### config.mk
export PLATFORM = sky130hd
export DESIGN_NAME = tpcb_ram
export DESIGN_NICKNAME = d
export VERILOG_FILES = /design/src/design/tpcb_ram.sv
export SDC_FILE = /design/constraint.sdc
export NUM_CORES = 2
export LEC_CHECK = 0
export BUFFER_PORTS_ARGS = -buffer_cell sky130_fd_sc_hd__buf_4
export CAP_MARGIN = 20
export CORE_MARGIN = 3
export CORE_UTILIZATION = 47
export CTS_BUF_LIST = sky130_fd_sc_hd__clkbuf_16
export DETAILED_ROUTE_END_ITERATION = 8
export MAX_ROUTING_LAYER = met4
export SYNTH_ARGS = -nofsm -noshare
export SYNTH_HDL_FRONTEND = slang
export SYNTH_SLANG_ARGS = --single-unit
### constraint.sdc
create_clock -name clk -period 2.4 [get_ports clk]
set_input_delay 0 -clock clk [delete_from_list [all_inputs] [get_ports clk]]
set_output_delay 0 -clock clk [all_outputs]
set_load 0.05 [all_outputs]
### src/design/tpcb_ram.sv
`timescale 1ns / 1ps
// ----------------------------------------------------------------------------
// tpcb_ram
// Single-port synchronous RAM with registered read.
// ----------------------------------------------------------------------------
module tpcb_ram #(
	parameter int WIDTH = 8,
	parameter int DEPTH = 256
) (
	input  logic                     clk,
	input  logic                     en,
	input  logic                     we,
	input  logic [$clog2(DEPTH)-1:0] addr,
	input  logic [WIDTH-1:0]         wdata,
	output logic [WIDTH-1:0]         rdata
);
	logic [WIDTH-1:0] mem_q [DEPTH];

	always_ff @(posedge clk) begin
		if (en) begin
			if (we) begin
				mem_q[addr] <= wdata;
			end
			rdata <= mem_q[addr];
		end
	end
endmodule

# Yosys cells after proc, flatten, opt, wreduce, memory -nomap -nowiden
# Memories as Yosys holds them, arrays and structs flattened. A register that Yosys moved wholly into a read port is not among the register bits.
# Index checks and enable logic that the tools add are counted.
totals:
  n_memories: 1
  mem_bits_rw: 2048
  output_inout_bits: 8
  ff_bits: 0
memory_table:
  columns: ["name", "depth", "word_bits", "read_ports", "rd_ports_with_merged_regs", "wr", "line", "text"]
  rows:
  - ["mem_q", 256, 8, 1, 1, 1, "17", "logic [WIDTH-1:0] mem_q [DEPTH];"]
classes:
  mux: 3
op_table:
  columns: ["op", "n"]
  rows:
  - ["two-way mux 1 bit", 3]

# Logic depth before layout (Yosys ltp)
depth:
  depth_word: 3
  ltp_mapped: 9
  ltp_nobuf: 5

# Worst setup path after synthesis
# OpenSTA, ideal clock, no wires.
synth_path:
  path_type: "input-to-reg"
  startpoint: "input addr[0]"
  endpoint: "memory mem_q[105][0] (enable)"
  path_stages: 8
  slack_ns: 0.140
  arrival_time_ns: 1.890
  path_buffers: 5
  cell_sequence: "clkbuf_1 -> buf_4 -> buf_4 -> buf_2 -> nor3b_1 -> nand2_1 -> clkbuf_1 -> nor2_1"
synth_lines:
  columns: ["item", "line", "text"]
  rows:
  - ["start, declared", "13", "input logic [$clog2(DEPTH)-1:0] addr,"]
  - ["end, declared", "17", null]
# Straight into the memory's write port.

==> metrics.json <==
{
  "area_added_between_synthesis_and_finish": {"value": 19.15, "unit": "%"},
  "layout_common_cells": {"value": "2056 x edfxtp_1, 548 x buf_4, 512 x mux4_2, 258 x nor2_1, 238 x a22oi_1"},
  "path_max_fanout": {"value": 1},
  "first_global_vias": {"value": 39640},
  "crit_arrival": {"value": 2930, "unit": "ps"},
  "worst_vdd_ir": {"value": 0.6504, "unit": "mV"},
  "worst_path_max_delay_cell": {"value": "o41ai_2"},
  "post_synthesis_net_count": {"value": 3544},
  "i_o_pin_count": {"value": 27},
  "synthesis.yosys.warnings": {"value": 0},
  "yosys.area_share.xor_xnor": {"value": 0},
  "worst_setup_skew_after_layout": {"value": 22.94, "unit": "ps"},
  "max_stage_delay": {"value": 500, "unit": "ps"},
  "ctsLongestPathBuffers": {"value": 3},
  "clock_tree.root_cell": {"value": "clkbuf_16"},
  "finish.instance_area": {"value": 93370, "unit": "µm²"},
  "clock_latency_at_the_later_pin_of_the_worst_skew_pair": {"value": 820, "unit": "ps"},
  "post-cts-setup-buffer-count": {"value": 0},
  "synth_area": {"value": 78360, "unit": "µm²"},
  "static_power_due_to_leakage": {"value": 0.02996, "unit": "µW"},
  "postRouteWirelength": {"value": 196100, "unit": "µm"},
  "detailedPlacementHpwl": {"value": 121100, "unit": "µm"},
  "yosys.area_share.simple": {"value": 0.01598},
  "type_of_the_worst_setup_path": {"value": "reg -> reg"},
  "final_common_cell": {"value": "edfxtp_1"},
  "timing.final.hold_violations": {"value": 0},
  "final_critical_path_setup_slack": {"value": 36.87, "unit": "ps"},
  "fin_nets": {"value": 4182},
  "cts_num_sinks": {"value": 2056},
  "critPathRequiredTime": {"value": 2970, "unit": "ps"},
  "worst_slew_pin_slew": {"value": 799.7, "unit": "ps"},
  "chip_width": {"value": 414.3, "unit": "µm"},
  "post_synth.cell_area_avg": {"value": 22.23, "unit": "µm²"},
  "gr-usage-all-layers": {"value": 0.2371},
  "grt_pass1_wl": {"value": 286200, "unit": "µm"},
  "layout.filler_cells": {"value": 12090},
  "ctsHtreeMaxLevel": {"value": 4},
  "drive_above_1_share": {"value": 0.3526},
  "power_per_cell_area": {"value": 803.8, "unit": "nW/µm²"},
  "cts.clk_slew.worst_paths": {"value": 60, "unit": "ps"},
  "initial_utilization": {"value": 0.4739},
  "yosys-mux-area-fraction": {"value": 0.1471},
  "post_synth_num_cell_types": {"value": 21},
  "yosys_register_bits": {"value": 2056},
  "core_region_area": {"value": 165400, "unit": "µm²"},
  "element_type_at_the_critical_path_end": {"value": "register"},
  "initial_antenna_violation_count": {"value": 1},
  "cts_tree": {"value": "done"},
  "synth_compound_area_frac": {"value": 0.03628},
  "p_total": {"value": 75050, "unit": "µW"},
  "postPlaceCellArea": {"value": 86160, "unit": "µm²"},
  "grt_overflow_total": {"value": 0},
  "crit_path_cell_trace": {"value": "mux4_2 > a22oi_1 > a21oi_1 > o41ai_2 > buf_4 > nand4_1"},
  "slew-limit-headroom": {"value": 0.4658},
  "timing.setup.tns": {"value": 0, "unit": "ps"},
  "die_area": {"value": 171700, "unit": "µm²"},
  "start_kind": {"value": "register"},
  "cts_made_buffers": {"value": 204},
  "max_clock_freq": {"value": 423.2, "unit": "MHz"},
  "core.rowCount": {"value": 149},
  "ant_nets": {"value": 0},
  "post-place-ws": {"value": -987.1, "unit": "ps"},
  "synthAdderAreaFrac": {"value": 0},
  "port-buffer-count": {"value": 26},
  "synth_top_family_by_area": {"value": "multiplexers"},
  "detail_route.first_pass.iterations": {"value": 5},
  "detailedRoute.firstIterationViolations": {"value": 4570},
  "final-setup-viol-count": {"value": 0},
  "status": {"value": "complete, no violations"},
  "max-cap-violations": {"value": 0},
  "dieHeight": {"value": 414.3, "unit": "µm"},
  "ys_seq_area_frac": {"value": 0.7879},
  "grt_max_degree": {"value": 98},
  "drv_slew": {"value": 0},
  "synthCells": {"value": 3525},
  "layout_worst_path_cycle_share": {"value": 0.9846},
  "routedWlPerCell": {"value": 30.06, "unit": "µm"},
  "hold_path_class": {"value": "in -> reg"},
  "setup_repair_after_global_routing_missed_its_margin": {"value": "no"},
  "route.vias.total": {"value": 39070},
  "post-route-drc-count": {"value": 0},
  "layout_min_cycle_time": {"value": 2363, "unit": "ps"},
  "viasPerCell": {"value": 5.988},
  "gp_congestion": {"value": 0.8227}
}
==> routing by layer <==
layer  routed length [µm]  vias to the layer above  global-route usage
met5                    0                        -                   -
met4                 4780                        0             0.06225
met3                13590                      281             0.03642
met2                94180                     1532              0.3615
met1                83580                    20990              0.3394
li1                     -                    16270                   -
==> stage by stage <==
step | util | hold slack [ps] | cells
after global routing | 0.5646 | 77.17 | 6523
after detailed placement | 0.5210 | 439.9 | 6132
after global placement | 0.5208 | 439.8 | 6129
final | 0.5647 | 71.25 | 6525
after CTS | 0.5636 | 24.71 | 6523
after floorplan | - | 98.87 | 3525
==> power by group <==
part / total, µW / internal [µW] / switching, µW
clock network: 31700 / 18300 / 13400
registers: 39600 / 39600 / 42.3
logic: 3770 / 1490 / 2280
total: 75000 / 59300 / 15700
==> Yosys cell counts <==
cell type / instances / share of area
nand3_1: 4 / 0.00026
edfxtp_1: 2056 / 0.79
nor2b_1: 6 / 0.00048
a21oi_1: 128 / 0.0082
nor3b_1: 2 / 0.00019
buf_1: 23 / 0.0011
nor3_1: 1 / 0.000064
buf_2: 39 / 0.0025
and2_1: 2 / 0.00016
buf_4: 12 / 0.0011
nand2b_1: 2 / 0.00016
o41ai_1: 32 / 0.0036
nand4_1: 8 / 0.00064
clkbuf_1: 143 / 0.0068
a22oi_1: 256 / 0.025
nor2_1: 259 / 0.012
or2_2: 1 / 0.000080
nand2_1: 30 / 0.0014
and4_1: 1 / 0.00011
mux4_2: 512 / 0.15
buf_6: 8 / 0.0011
==> state kept, by name, summed over array words and instances (netlist names) <==
name / flops
rdata: 8
mem_q: 2048
==> worst paths after layout <==
check	from	to	slack (ps)	cells after the start
setup / recovery	mem_q[42][2]	rdata[2]	40	6
hold reg to reg	mem_q[155][5]	rdata[5]	1150	6
hold / removal	we	mem_q[224][4]	70	5
setup reg to reg	mem_q[42][2]	rdata[2]	40	6
==> kinds of logic after synthesis <==
| family | after synthesis |
|---|---|
| multiplexers | 512 |
| flip-flops | 2056 |
| AND/OR/NAND/NOR | 316 |
| buffers and inverters | 225 |
| AO/OA/AOI/OAI | 416 |
==> final cells by class <==
cell class | instances | area, µm² | share of cell area
Sequential cell | 2056 | 61740 | 0.6612
Multi-Input combinational cell | 1244 | 16110 | 0.1725
Timing Repair Buffer | 657 | 6091 | 0.06523
Clock buffer | 206 | 5155 | 0.05521
Tap cell | 2189 | 2739 | 0.02933
Clock inverter | 171 | 1539 | 0.01648
Antenna cell | 2 | 5.005 | 0.00005360
==> repair_timing <==
action / in CTS / in global routing
gates resized for setup: 33 / 28
hold endpoints to repair: 1956 / 0
endpoints found under the setup margin: 8 / 8
pin swaps: 6 / 9
hold buffers: 14 / 0
==> worst max-delay path: cells and delay by family (launching register included) <==
kind                   cells  cell delay (ps)
AOI/OAI and AO/OA          3              920
DFF                        1              380
muxes                      1              470
buffers and inverters      1              240
and+or+nand+nor            1              100
Note: power is estimated with default switching activity, not from simulation.
