`src/design/tpcb_pkg.sv`:
```
`timescale 1ns / 1ps
// ----------------------------------------------------------------------------
// tpcb_pkg
// Shared types, constants and helpers of the palette expander with color
// bleed into transparent pixels.
// ----------------------------------------------------------------------------
package tpcb_pkg;

	localparam int MAX_WIDTH    = 1024;
	localparam int PALETTE_SIZE = 256;
	localparam int COL_W        = $clog2(MAX_WIDTH);
	localparam int PAL_AW       = $clog2(PALETTE_SIZE);
	localparam int RGB_W        = 24;
	localparam int ENTRY_W      = RGB_W + 1;
	localparam int WIDTH_W      = 11;
	localparam int HEIGHT_W     = 13;
	localparam int SUM_W        = 11;
	localparam int CNT_W        = 4;
	localparam int RECIP_W      = 17;
	localparam int PADDR_W      = 3;
	localparam int PDATA_W      = 32;

	localparam logic [7:0] OPAQUE_ALPHA = 8'd255;

	localparam logic [1:0] MODE_PALETTE = 2'd0;
	localparam logic [1:0] MODE_PIXEL   = 2'd1;
	localparam logic [1:0] MODE_DRAIN   = 2'd2;

	localparam logic REG_WIDTH  = 1'b0;
	localparam logic REG_HEIGHT = 1'b1;

	typedef enum logic [2:0] {
		ST_IDLE,
		ST_LOOK,
		ST_SUM1,
		ST_OUT1,
		ST_SUM2,
		ST_OUT2
	} state_t;

	// neighborhood request for one emitted pixel
	typedef struct packed {
		logic cc_right;  // center in the newest column
		logic left_ok;
		logic right_ok;
		logic up_ok;
		logic down_ok;
	} blend_req_t;

	typedef struct packed {
		logic [7:0] red;
		logic [7:0] green;
		logic [7:0] blue;
		logic [7:0] alpha;
	} pixel_t;

	// ceil(2^16 / n); floor(s / n) == (s * recip) >> 16 for s < 2048
	function automatic logic [RECIP_W-1:0] recip(input logic [CNT_W-1:0] n);
		logic [RECIP_W-1:0] r;
		begin
			unique case (n)
				4'd1: r = 17'd65536;
				4'd2: r = 17'd32768;
				4'd3: r = 17'd21846;
				4'd4: r = 17'd16384;
				4'd5: r = 17'd13108;
				4'd6: r = 17'd10923;
				4'd7: r = 17'd9363;
				4'd8: r = 17'd8192;
				default: r = '0;
			endcase
			return r;
		end
	endfunction

endpackage

```
`src/design/tpcb_blend.sv`:
```
`timescale 1ns / 1ps
// ----------------------------------------------------------------------------
// tpcb_blend
// Neighbor sum stage (registered) followed by reciprocal divide.
// ----------------------------------------------------------------------------
module tpcb_blend import tpcb_pkg::*; (
	input  logic                 clk,
	input  logic                 load,
	input  blend_req_t           req,
	input  logic [ENTRY_W-1:0]   win [9],
	output pixel_t               pix
);
	logic [2:0]         col_ok;
	logic [2:0]         row_ok;
	logic [SUM_W-1:0]   sr, sg, sb;
	logic [CNT_W-1:0]   cnt;
	logic [ENTRY_W-1:0] center;

	logic [SUM_W-1:0]   sr_q, sg_q, sb_q;
	logic [CNT_W-1:0]   cnt_q;
	logic [ENTRY_W-1:0] center_q;

	logic [RECIP_W-1:0]         rc;
	logic [SUM_W+RECIP_W-1:0]   pr, pg, pb;

	always_comb begin
		col_ok[0] = !req.cc_right && req.left_ok;
		col_ok[1] = req.cc_right ? req.left_ok : 1'b1;
		col_ok[2] = req.cc_right ? 1'b1 : req.right_ok;
		row_ok    = {req.down_ok, 1'b1, req.up_ok};
		center    = req.cc_right ? win[7] : win[4];
		sr = '0;
		sg = '0;
		sb = '0;
		cnt = '0;
		for (int c = 0; c < 3; c++) begin
			for (int r = 0; r < 3; r++) begin
				if (col_ok[c] && row_ok[r] && win[c*3+r][RGB_W]
					&& !(r == 1 && (c == 2) == req.cc_right && c != 0)) begin
					cnt = cnt + CNT_W'(1);
					sr  = sr + SUM_W'(win[c*3+r][23:16]);
					sg  = sg + SUM_W'(win[c*3+r][15:8]);
					sb  = sb + SUM_W'(win[c*3+r][7:0]);
				end
			end
		end
	end

	always_ff @(posedge clk) begin
		if (load) begin
			sr_q     <= sr;
			sg_q     <= sg;
			sb_q     <= sb;
			cnt_q    <= cnt;
			center_q <= center;
		end
	end

	// a zero count gives a zero reciprocal, hence black
	assign rc = recip(cnt_q);
	assign pr = SUM_W'(sr_q) * rc;
	assign pg = SUM_W'(sg_q) * rc;
	assign pb = SUM_W'(sb_q) * rc;

	always_comb begin
		if (center_q[RGB_W]) begin
			pix.red   = center_q[23:16];
			pix.green = center_q[15:8];
			pix.blue  = center_q[7:0];
			pix.alpha = OPAQUE_ALPHA;
		end else begin
			pix.red   = pr[23:16];
			pix.green = pg[23:16];
			pix.blue  = pb[23:16];
			pix.alpha = '0;
		end
	end
endmodule

```
`config.mk`:
```
export PLATFORM = sky130hd
export DESIGN_NAME = tpcb_blend
export DESIGN_NICKNAME = d
export VERILOG_FILES = /design/src/design/tpcb_pkg.sv /design/src/design/tpcb_blend.sv
export SDC_FILE = /design/constraint.sdc
export NUM_CORES = 2
export LEC_CHECK = 0
export ABC_CLOCK_PERIOD_IN_PS = 14450
export BUFFER_PORTS_ARGS = -buffer_cell sky130_fd_sc_hd__buf_2
export CORE_MARGIN = 1.5
export CORE_UTILIZATION = 47
export DETAILED_ROUTE_END_ITERATION = 12
export MAX_ROUTING_LAYER = met4
export PLACE_DENSITY = 0.65
export RECOVER_POWER = 25
export SLEW_MARGIN = 15
export SYNTH_ARGS = -nofsm -noshare
export SYNTH_HDL_FRONTEND = slang
export SYNTH_SLANG_ARGS = --single-unit
```
`constraint.sdc`:
```
create_clock -name clk -period 14.45 [get_ports clk]
set_clock_uncertainty 0.15 [all_clocks]
set_input_delay 1.445 -clock clk [delete_from_list [all_inputs] [get_ports clk]]
set_output_delay 1.445 -clock clk [all_outputs]
set_load 0.03 [all_outputs]
```
* Word-level counts from Yosys, hierarchy flattened
Memories as Yosys holds them, arrays and structs flattened. A register that Yosys moved wholly into a read port is not among the register bits. Index checks and enable logic that the tools add are counted.
Storage, ports and cells: ROM bits 272, bits of input ports 232, bits in registers 62, memories 1, output and inout port bits 32
Cells by class: $mul 3, reductions and logical operators 19, muxes and demuxes 41, add/sub/neg operators 32
Memory list:
- (name not given) | depth 16, width 17, read ports 1, clocked after Yosys merged registers in 1, wr ports 0, RTL line tpcb_pkg.sv:61 | unique case (n)
Operator list (count):
- 11-bit by 8-bit adder with 11-bit output | 20
- 11-bit 2-to-1 mux | 20
- 11-bit by 17-bit multiplier with 24-bit output | 3
- 32-bit 2-to-1 mux | 1
- 4-bit 2-to-1 mux | 8
- 4-bit by 1-bit adder with 4-bit output, second input constant | 7
- 8-bit by 8-bit adder with 9-bit output | 3
- 9-bit 2-to-1 mux | 3
- 25-bit 2-to-1 mux | 1
- 8-bit 2-to-1 mux | 3
- 1-bit logical AND | 18
- 9-bit by 8-bit adder with 10-bit output | 1
- 10-bit 2-to-1 mux | 1
- 1-bit 2-to-1 mux | 3
- 1-bit by 1-bit adder with 2-bit output, second input constant | 1
- 2-bit 2-to-1 mux | 1
- 1-bit zero test | 1

* Longest topological paths before layout
depth after elaboration 22, gate-level depth with buffers 55, mapped depth without buffers 53

* Worst setup path after synthesis
No wires, ideal clock.
path type input to register, from input req[4] in the netlist's numbering, to register sg_q[10] (data pin), data arrival time 10.843 ns, path slack 3.195 ns, stages on the path 52, path through and4b_1 -> clkbuf_1 -> clkbuf_1 -> and2_1 -> ha_1 -> inv_1 -> fa_1 -> o21ai_0 -> fa_1 -> mux2i_1 -> inv_1 -> ha_1 -> a21o_1 -> a211oi_1 -> a21oi_1 -> mux2_2 -> ha_1 -> and2_1 -> [16 not listed] -> o21ai_0 -> ha_1 -> o21a_1 -> o31a_1 -> o311a_1 -> a21oi_1 -> mux2_2 -> ha_1 -> o21ai_0 -> a21oi_1 -> o31ai_1 -> or3b_2 -> nor2_1 -> mux2_2 -> o21ai_0 -> nand4_1 -> a31oi_1 -> nand3_1
On the way: longest elaborated chain between the ends 21, elaborated cells between the ends (all ways) 38
RTL lines:
- from (decl) | RTL line tpcb_blend.sv:9 | input blend_req_t req,
- 1-bit zero test | RTL line tpcb_blend.sv:27, tpcb_blend.sv:39
- 1-bit logical AND | RTL line tpcb_blend.sv:27 | col_ok[0] = !req.cc_right && req.left_ok;
- 1-bit logical AND (2 in a row) | RTL line tpcb_blend.sv:38 | if (col_ok[c] && row_ok[r] && win[c*3+r][RGB_W]
- 8-bit 2-to-1 mux | RTL line tpcb_blend.sv:38
- 8-bit by 8-bit adder with 9-bit output | RTL line tpcb_blend.sv:42 | sg = sg + SUM_W'(win[c*3+r][15:8]);
- 9-bit 2-to-1 mux | RTL line tpcb_blend.sv:38
- 11-bit by 8-bit adder with 11-bit output | RTL line tpcb_blend.sv:42
- 11-bit 2-to-1 mux | RTL line tpcb_blend.sv:38
- [5 not listed]
- 11-bit 2-to-1 mux | RTL line tpcb_blend.sv:38
- 11-bit by 8-bit adder with 11-bit output | RTL line tpcb_blend.sv:42
- 11-bit 2-to-1 mux | RTL line tpcb_blend.sv:38
- 11-bit by 8-bit adder with 11-bit output | RTL line tpcb_blend.sv:42
- 11-bit 2-to-1 mux | RTL line tpcb_blend.sv:38
- 11-bit by 8-bit adder with 11-bit output | RTL line tpcb_blend.sv:42
- 11-bit 2-to-1 mux * | RTL line tpcb_blend.sv:38
- via sg[10] | RTL line tpcb_blend.sv:15 | logic [SUM_W-1:0] sr, sg, sb;
- to (signal assigned) | RTL line tpcb_blend.sv:52 | sg_q <= sg;
- to (decl) | RTL line tpcb_blend.sv:19 | logic [SUM_W-1:0] sr_q, sg_q, sb_q;
The timed path passes the listed nets; every way through them passes the cells marked *. A chain may end at the register's enable or synchronous reset.

* Worst setup path after layout
from input req[3] in the netlist's numbering, to register sg_q[10] (data pin)
On the way: longest elaborated chain between the ends 20, elaborated cells between the ends (all ways) 30
RTL lines (RTL line):
- 1-bit logical AND | tpcb_blend.sv:27
- 1-bit logical AND (2 in a row) | tpcb_blend.sv:38
- 8-bit 2-to-1 mux | tpcb_blend.sv:38
- 8-bit by 8-bit adder with 9-bit output | tpcb_blend.sv:42
- 9-bit 2-to-1 mux | tpcb_blend.sv:38
- 11-bit by 8-bit adder with 11-bit output | tpcb_blend.sv:42
- 11-bit 2-to-1 mux | tpcb_blend.sv:38
- 11-bit by 8-bit adder with 11-bit output | tpcb_blend.sv:42
- [4 not listed]
- 11-bit 2-to-1 mux * | tpcb_blend.sv:38
- 11-bit by 8-bit adder with 11-bit output | tpcb_blend.sv:42
- 11-bit 2-to-1 mux * | tpcb_blend.sv:38
- 11-bit by 8-bit adder with 11-bit output | tpcb_blend.sv:42
- 11-bit 2-to-1 mux * | tpcb_blend.sv:38
- 11-bit by 8-bit adder with 11-bit output | tpcb_blend.sv:42
- 11-bit 2-to-1 mux * | tpcb_blend.sv:38
- via sg[10] | tpcb_blend.sv:15
Marks and branches as above.

==> results.md <==
- Status: finished, violations left
- Failing checks: max-capacitance violations, max-slew violations
- Global-route wire length before repair: 128 mm
- Layout cells sized above 1: 12.0%
- Synth cell count leaders: inv_1 (538), fa_1 (408), nand2_1 (351)
- CP required: 14410 ps
- Syn Area/Cell: roughly 8.5 um2
- Design area: roughly 0.031 mm2
- Startpoint types: input port
- RSZ-0062 raised after global routing: false
- Crit path max fanout: 32
- Post-detail-place hpwl: 68.2 mm
- Slowest stage delay, CP: a little over 800 ps
- Gr usage total: around 27%
- Hold Path Depth: 3
- Die Y: approximately 250 um
- Synthesized flop and latch total: 74
- Layout area overhead: 8.08%
- Max VDD drop: just over 0.09 mV
- Number of synthesized flops with an enable pin: 62
- Share of Yosys cell area claimed by the top area cell type: between 20 and 30%
- Input/output buffers: between 200 and 300
- Drt first-iter violations: about 1400
- Synth area leader: fa_1
- Row cnt: 90
- Synth area leaders: fa_1 (28%), ha_1 (15%), inv_1 (7.0%)
- Layout Nets: approximately 4500
- Starting Density: a little under half
- Critical Path AT: between 10000 and 15000 ps
- Hold buffer count at CTS: 0
- Hold Vio Cnt, Final: 0
- Worst min-delay path endpoint: rc[13]
- Wire length after detailed routing: just over 80 mm
- Crit Path Class: input port to flop
- DP Area: between 0.03 and 0.04 mm2
- Post-Syn Instances: 3392
- TritonCTS clock tree: yes
- I/O pin total: between 200 and 300
- Die area: roughly 0.063 mm2
- DRC errors left: 0
- Net count after synthesis: between 4000 and 5000
- Worst hold path class: flop to flop
- H-tree depth: 3
- Pins Over Slew Limit: 30
- Core Box Area: 0.0605 mm2
- Clk sinks: 74
- Final GP Congestion: between 0.9 and 1
- Wirelength per Cell: 18.6 um
- Power Density: around 120 mW/mm2
- Initial antenna violation count: 17
- Highest clock rate: 83.2 MHz
- Synth Warn #: 0
- Endpoints failing setup: 0
- Post-cts resize count: 0
- Synth Cell Area: a little under 0.03 mm2
- Core Util, Final: 51.5%
- Setup TNS: 0 ps
- CTS max path bufs: 2
- Max-Cap Viols: 1
- R2R Path Start: cnt_q[1]
- Crit path max-delay cell type: o31ai_1
- Clk_lat worst skew: around 360 ps
- Worst-path clk slew: 70 ps
- Setup Buffers After CTS: 0
- Fin crit share: between 80 and 90%
- R2R depth: 5
- Cells after DPL: roughly 4300
- Final critical-path required period: approximately 12000 ps
- ANT nets after route: 0
- Primary FF master, synth: edfxtp_1
- CP Capture Type: flop
- Max-slew headroom: -19.4%
- Post-DR vias/cell: ~5.4
- Worst-Margin Slew: 1790 ps
- Part of the Yosys area used for sequential elements: 7.29%
- Pleak: 0.0152 uW
- Count leader, synth: inv_1
- Worst R2R Setup Slack: about 13000 ps
- Inserted Clock Buffers: 9
- Post-route non-filler standard cell count: approximately 4400
- Routed via count: roughly 24000
- Global route overflow: 0
- DIE WIDTH: around 250 um
- Post-synthesis async set-or-reset flop share: 0%
- Reg2reg end: rc[1]
- Synth unique cells: 82
- Largest net degree at the start of global routing: between 50 and 60
- Detailed Routing Iterations Pass 1: 7
- Vias in the first global route: 23800
- Hold Crit Start: cnt_q[2]
- Root buffer cell: clkbuf_16
## kinds of logic (layout without fill, tap and decap cells)
logic type | Yosys count | in the layout | share of synthesized area, %
AOI/OAI and AO/OA | 687 | 687 | 15.5
xor gates and xnor gates | 183 | 183 | 5.76
adders and majority gates | 749 | 749 | 43.1
buffers and inverters | 674 | 851 | 8.95
DFF | 74 | 74 | 7.29
muxes | 105 | 105 | 3.99
other | 0 | 16 | 0
and+or+nand+nor | 920 | 920 | 15.4
## cell usage in the layout (no fill, tap or decap), types with 41 or more instances in the layout
cell type / instances
nor2b_1: 41
buf_2: 262
o21a_1: 64
xor2_1: 56
fa_1: 408
nor2_1: 185
mux2_2: 71
edfxtp_1: 62
nand2_1: 351
ha_1: 341
a21oi_1: 143
and2_1: 181
a21o_1: 83
xnor2_1: 120
o21ai_0: 162
inv_1: 538
## state kept, by name, indices dropped and copies added (netlist names)
name	count
center_q	25
rc	12
sb_q	11
sg_q	11
sr_q	11
cnt_q	4
## stage by stage
stage	total power, uW	setup slack [ps]	hold WS (ps)
finish	3760	2440	471
global route	4260	1580	509
CTS	3800	2460	466
detailed placement	3540	2080	456
global placement	3480	2160	444
floorplan	2720	3190	396
## how the worst max path moves through the flow
stage | from | endpoint | slack [ps] | depth (start not counted)
after floorplan | req[4] | sg_q[10] | 3190 | 52
after CTS | req[3] | sg_q[10] | 2460 | 52
final | req[3] | sg_q[10] | 2440 | 52
after global routing | req[3] | sg_q[10] | 1580 | 52
after global placement | req[3] | sg_q[10] | 2160 | 52
after detailed placement | req[3] | sg_q[10] | 2080 | 52
## where the power goes
part / switching [uW] / internal (uW) / leakage (uW) / total [uW]
sequential: 75.1 / 274 / 0.000702 / 349
clock: 104 / 137 / 0.000145 / 241
combinational: 1870 / 1310 / 0.0143 / 3170
## area by class of cell
class                   count  area, um2
repair buffers            295       1560
clock buffers               9        225
inverters                 540       2030
clock inverters             7       82.6
flip-flops and latches     74       2100
fillers                  5825      29300
well taps                 782        978
diodes                     16       40.0
multi-input cells        2644      24200
## metal layers
metal	wire length (um)	track usage [%]	part of all wire, %
met4	3140	9.56	3.9
met1	34500	34.3	43
met5	0	-	0
met2	38000	43.7	47
met3	5440	4.21	6.7
## worst max-delay path, delay by kind of cell
| family | cells | cell delay [ps] |
|---|---|---|
| XOR/XNOR | 1 | 140 |
| buffers and inverters | 6 | 720 |
| adder cells (fa/ha/maj) | 9 | 2960 |
| AO/OA/AOI/OAI | 22 | 4010 |
| multiplexers | 4 | 1130 |
| AND/OR/NAND/NOR | 10 | 1530 |
No activity file was read; power rests on OpenSTA's default activity.
